<file path="src/sv/cpte_ram.sv">
`default_nettype none
module cpte_ram #(
  parameter int Width = 8,
  parameter int Depth = 16
) (
  input  wire logic                     clk_i,
  input  wire logic                     we_i,
  input  wire logic [$clog2(Depth)-1:0] waddr_i,
  input  wire logic [Width-1:0]         wdata_i,
  input  wire logic                     re_i,
  input  wire logic [$clog2(Depth)-1:0] raddr_i,
  output logic      [Width-1:0]         rdata_o
);

  logic [Width-1:0] mem_q [Depth];

  always_ff @(posedge clk_i) begin
    if (we_i) begin
      mem_q[waddr_i] <= wdata_i;
    end
    if (re_i) begin
      rdata_o <= mem_q[raddr_i];
    end
  end

endmodule
`default_nettype wire

</file>
<file path="config.mk">
export PLATFORM = sky130hd
export DESIGN_NAME = cpte_ram
export DESIGN_NICKNAME = d
export VERILOG_FILES = /design/src/sv/cpte_ram.sv
export SDC_FILE = /design/constraint.sdc
export NUM_CORES = 1
export LEC_CHECK = 0
export BUFFER_PORTS_ARGS = -buffer_cell sky130_fd_sc_hd__buf_2
export CAP_MARGIN = 20
export CORE_MARGIN = 1.5
export CORE_UTILIZATION = 30
export DETAILED_ROUTE_END_ITERATION = 7
export GPL_TIMING_DRIVEN = 0
export PLACE_DENSITY = 0.43
export SLEW_MARGIN = 20
export SYNTH_ARGS = -nofsm -noshare
export SYNTH_HDL_FRONTEND = slang
export SYNTH_SLANG_ARGS = --single-unit
</file>
<file path="constraint.sdc">
create_clock -name clk_i -period 2.5 [get_ports clk_i]
set_clock_uncertainty 0.15 [all_clocks]
set_input_delay 0.125 -clock clk_i [delete_from_list [all_inputs] [get_ports clk_i]]
set_output_delay 0.125 -clock clk_i [all_outputs]
set_load 0.02 [all_outputs]
</file>
==> results.py <==
metrics = {
    "synth": {
        "post-synth-top-area-fraction_pct": 78.1,
        "syn_inst_count": 229,
        "synth-warning-count": 0,
        "ys_async_sr_fraction_pct": 0,
        "synth_area_per_cell_um2": 22.8,
        "post_synth_instance_area_um2": 5230,
        "mappedNetlistNets": 248,
        "postSynthRegisterBits": 136,
        "synth_enable_flop_cells": 136,
        "yosys.cell_count.top_type": "sky130_fd_sc_hd__edfxtp_1",
        "yosys_most_used_dff": "sky130_fd_sc_hd__edfxtp_1",
        "number_of_different_library_cells_in_the_post_synthesis_netlist": 18,
        "synth_area_leader_cell": "sky130_fd_sc_hd__edfxtp_1",
        "synth.top_cells.by_area": "sky130_fd_sc_hd__edfxtp_1 78%, sky130_fd_sc_hd__mux4_2 7.8%, sky130_fd_sc_hd__mux4_1 7.0%, sky130_fd_sc_hd__a22oi_1 2.3%, sky130_fd_sc_hd__nor2_1 0.93%",
        "synthTopCellsByCount": "136 x sky130_fd_sc_hd__edfxtp_1, 18 x sky130_fd_sc_hd__mux4_2, 16 x sky130_fd_sc_hd__a22oi_1, 14 x sky130_fd_sc_hd__mux4_1, 13 x sky130_fd_sc_hd__nor2_1",
        "synth-seq-area-share_pct": 78.1,
    },
    "clock_network": {
        "cts_inserted_buffers": 17,
        "htree_num_levels": 4,
        "root_buffer": "sky130_fd_sc_hd__clkbuf_16",
        "cts_tree": "yes",
        "post-cts-setup-buffer-count": 0,
        "path_clk_slew_ns": 0.06,
        "clk_latency_ns": 0.42,
        "cts_resized": 0,
        "clock_tree.buffer_depth": 2,
        "cts.sink_count": 136,
        "cts_hold_repair.buffers": 9,
    },
    "setup_path": {
        "setup.worst_path.start_class": "flop",
        "crit_chain": "mux4_1 > a22oi_1 > nand2_1",
        "crit_arrival_ns": 1.80,
        "worst_r2r_path_depth": 3,
        "critPathMaxStageDelay_ns": 0.57,
        "critical_path.slowest_cell": "sky130_fd_sc_hd__mux4_1",
        "timing.critical_path.required_ns": 2.50,
        "criticalPathCategory": "reg -> reg",
        "crit_path_max_fanout": 1,
        "category_of_the_worst_setup_path_capture_point": "flop",
    },
    "timing": {
        "max_freq_ghz": 0.555,
        "unrepaired_setup_endpoints_after_global_routing": "false",
        "hold_viol_final": 0,
        "setup_tns_ns": 0,
        "setup_violations": 0,
        "fin_crit_ns": 1.80,
        "max-slew-margin-rel_pct": 42.1,
        "period_share_pct": 72.1,
        "maxSlewViolCount": 0,
        "timing_worst_slew_pin_value_ns": 0.865,
    },
    "grt": {
        "gr-total-overflow": 0,
        "grt_start_max_net_pins": 17,
        "antenna_found_initial": 0,
        "grt_usage_pct": 13.2,
        "vias_in_the_first_global_route": 2483,
        "grt_first_pass_wirelength_mm": 16.0,
    },
    "route": {
        "count_of_nets_left_with_antenna_violations_after_detail_routing": 0,
        "wl_per_cell_um": 21.3,
        "drc_violation_total_after_the_first_tritonroute_iteration": 242,
        "num_vias": 2428,
        "avgViaCountPerCell": 4.67,
        "postRouteWirelength_mm": 11.1,
        "first_pass_detailed_route_iteration_total": 4,
        "drc_errors": 0,
    },
    "floorplanning": {
        "die-height_um": 135,
        "io_count": 27,
        "design.die.area_um2": 18200,
        "floorplan.initialDensity_pct": 30.4,
        "placement_rows": 48,
        "dieWidth_um": 135,
        "fp.coreArea_um2": 17200,
    },
    "placed_design": {
        "finalWeightedCongestion": 0.667,
        "detailed_place_hpwl_mm": 7.07,
        "port-buffer-count": 25,
    },
    "flow_run": {
        "drv.max_cap_violation_count": 0,
    },
    "pwr": {
        "power_density_nw_per_um2": 837,
        "static-leakage-power_nw": 2.07,
        "peakVddDrop_mv": 0.561,
        "totalPowerFinal_mw": 5.28,
    },
    "finish": {
        "number_of_diodes_added_for_antenna_fixing": 0,
        "p_r_area_growth_vs_syn_pct": 20.8,
        "final_net_count": 301,
        "layout-drive-gt1-share_pct": 28.1,
    },
    "min_path": {
        "worst_hold_path_cells": 2,
        "min-delay-path-class": "in -> reg",
    },
    "outcome": {
        "run_status": "finished, final reports clean",
    },
}
## flip-flops by register name (all words and copies together) (netlist names)
name and count:
mem_q 128, rdata_o 8
## area by class of cell
type	count	area, µm²
multi-input cells	83	1080
flip-flops and latches	136	4080
well taps	225	282
repair buffers	34	215
clock inverters	12	133
plain buffers	10	86.3
clock buffers	20	437
fillers	1614	10900
## critical path: cells and delay by family, from the launching register on
kind / cells / cell delay [ns]
AOI/OAI and AO/OA: 1 / 0.34
and+or+nand+nor: 1 / 0.14
muxes: 1 / 0.57
DFF: 1 / 0.34
## power breakdown
part / internal (mW) / leakage, nW / switching [mW] / total [mW]
clock: 1.54 / 0.277 / 0.885 / 2.43
sequential: 2.57 / 1.24 / 0.0101 / 2.58
combinational: 0.109 / 0.560 / 0.165 / 0.273
## metal layers
metal	global-route usage (%)	wire length (µm)	vias to the layer above
met4	6.33	246	0
met1	17.8	5220	1277
li1	-	-	1088
met2	20.0	5290	49
met3	3.38	349	14
met5	0	0	-
## final timing paths
| path | slack (ns) | end | start |
|---|---|---|---|
| setup / recovery | 0.70 | rdata_o[0] | mem_q[5][0] |
| hold / removal | 0.09 | mem_q[8][6] | waddr_i[0] |
| hold reg to reg | 0.62 | rdata_o[4] | mem_q[11][4] |
| setup reg to reg | 0.70 | rdata_o[0] | mem_q[5][0] |
## stage by stage
step | util, % | worst slack, ns | hold WS (ns) | area [µm²] | std cells
3_5_place_dp | 32.9 | 0.470 | 0.327 | 5650 | 479
5_1_grt | 36.8 | 0.674 | 0.110 | 6310 | 520
2_1_floorplan | - | 0.732 | 0.0739 | 5230 | 229
6_report | 36.8 | 0.698 | 0.0943 | 6310 | 520
4_1_cts | 36.8 | 0.698 | 0.0744 | 6310 | 520
3_3_place_gp | 32.8 | 0.0404 | 0.317 | 5630 | 479
## cell families after synthesis
kind of cell	Yosys count	synth area share, %
DFF	136	78.1
and+or+nand+nor	35	3.14
muxes	32	14.8
AOI/OAI and AO/OA	16	2.30
buffers and inverters	10	1.65
## cells in the final DEF, fill, tap and decap left out, types with 4 or more instances in the layout
master | Yosys | layout
sky130_fd_sc_hd__edfxtp_1 | 136 | 136
sky130_fd_sc_hd__mux4_1 | 14 | 14
sky130_fd_sc_hd__a22oi_1 | 16 | 16
sky130_fd_sc_hd__nor3_2 | 0 | 4
sky130_fd_sc_hd__clkinv_1 | 0 | 4
sky130_fd_sc_hd__nand2_1 | 9 | 9
sky130_fd_sc_hd__nor2_1 | 13 | 13
sky130_fd_sc_hd__buf_2 | 3 | 28
sky130_fd_sc_hd__mux4_2 | 18 | 18
sky130_fd_sc_hd__clkbuf_16 | 0 | 17
sky130_fd_sc_hd__dlygate4sd3_1 | 0 | 9
sky130_fd_sc_hd__clkinv_2 | 0 | 4
(Power assumes the default switching activity.)
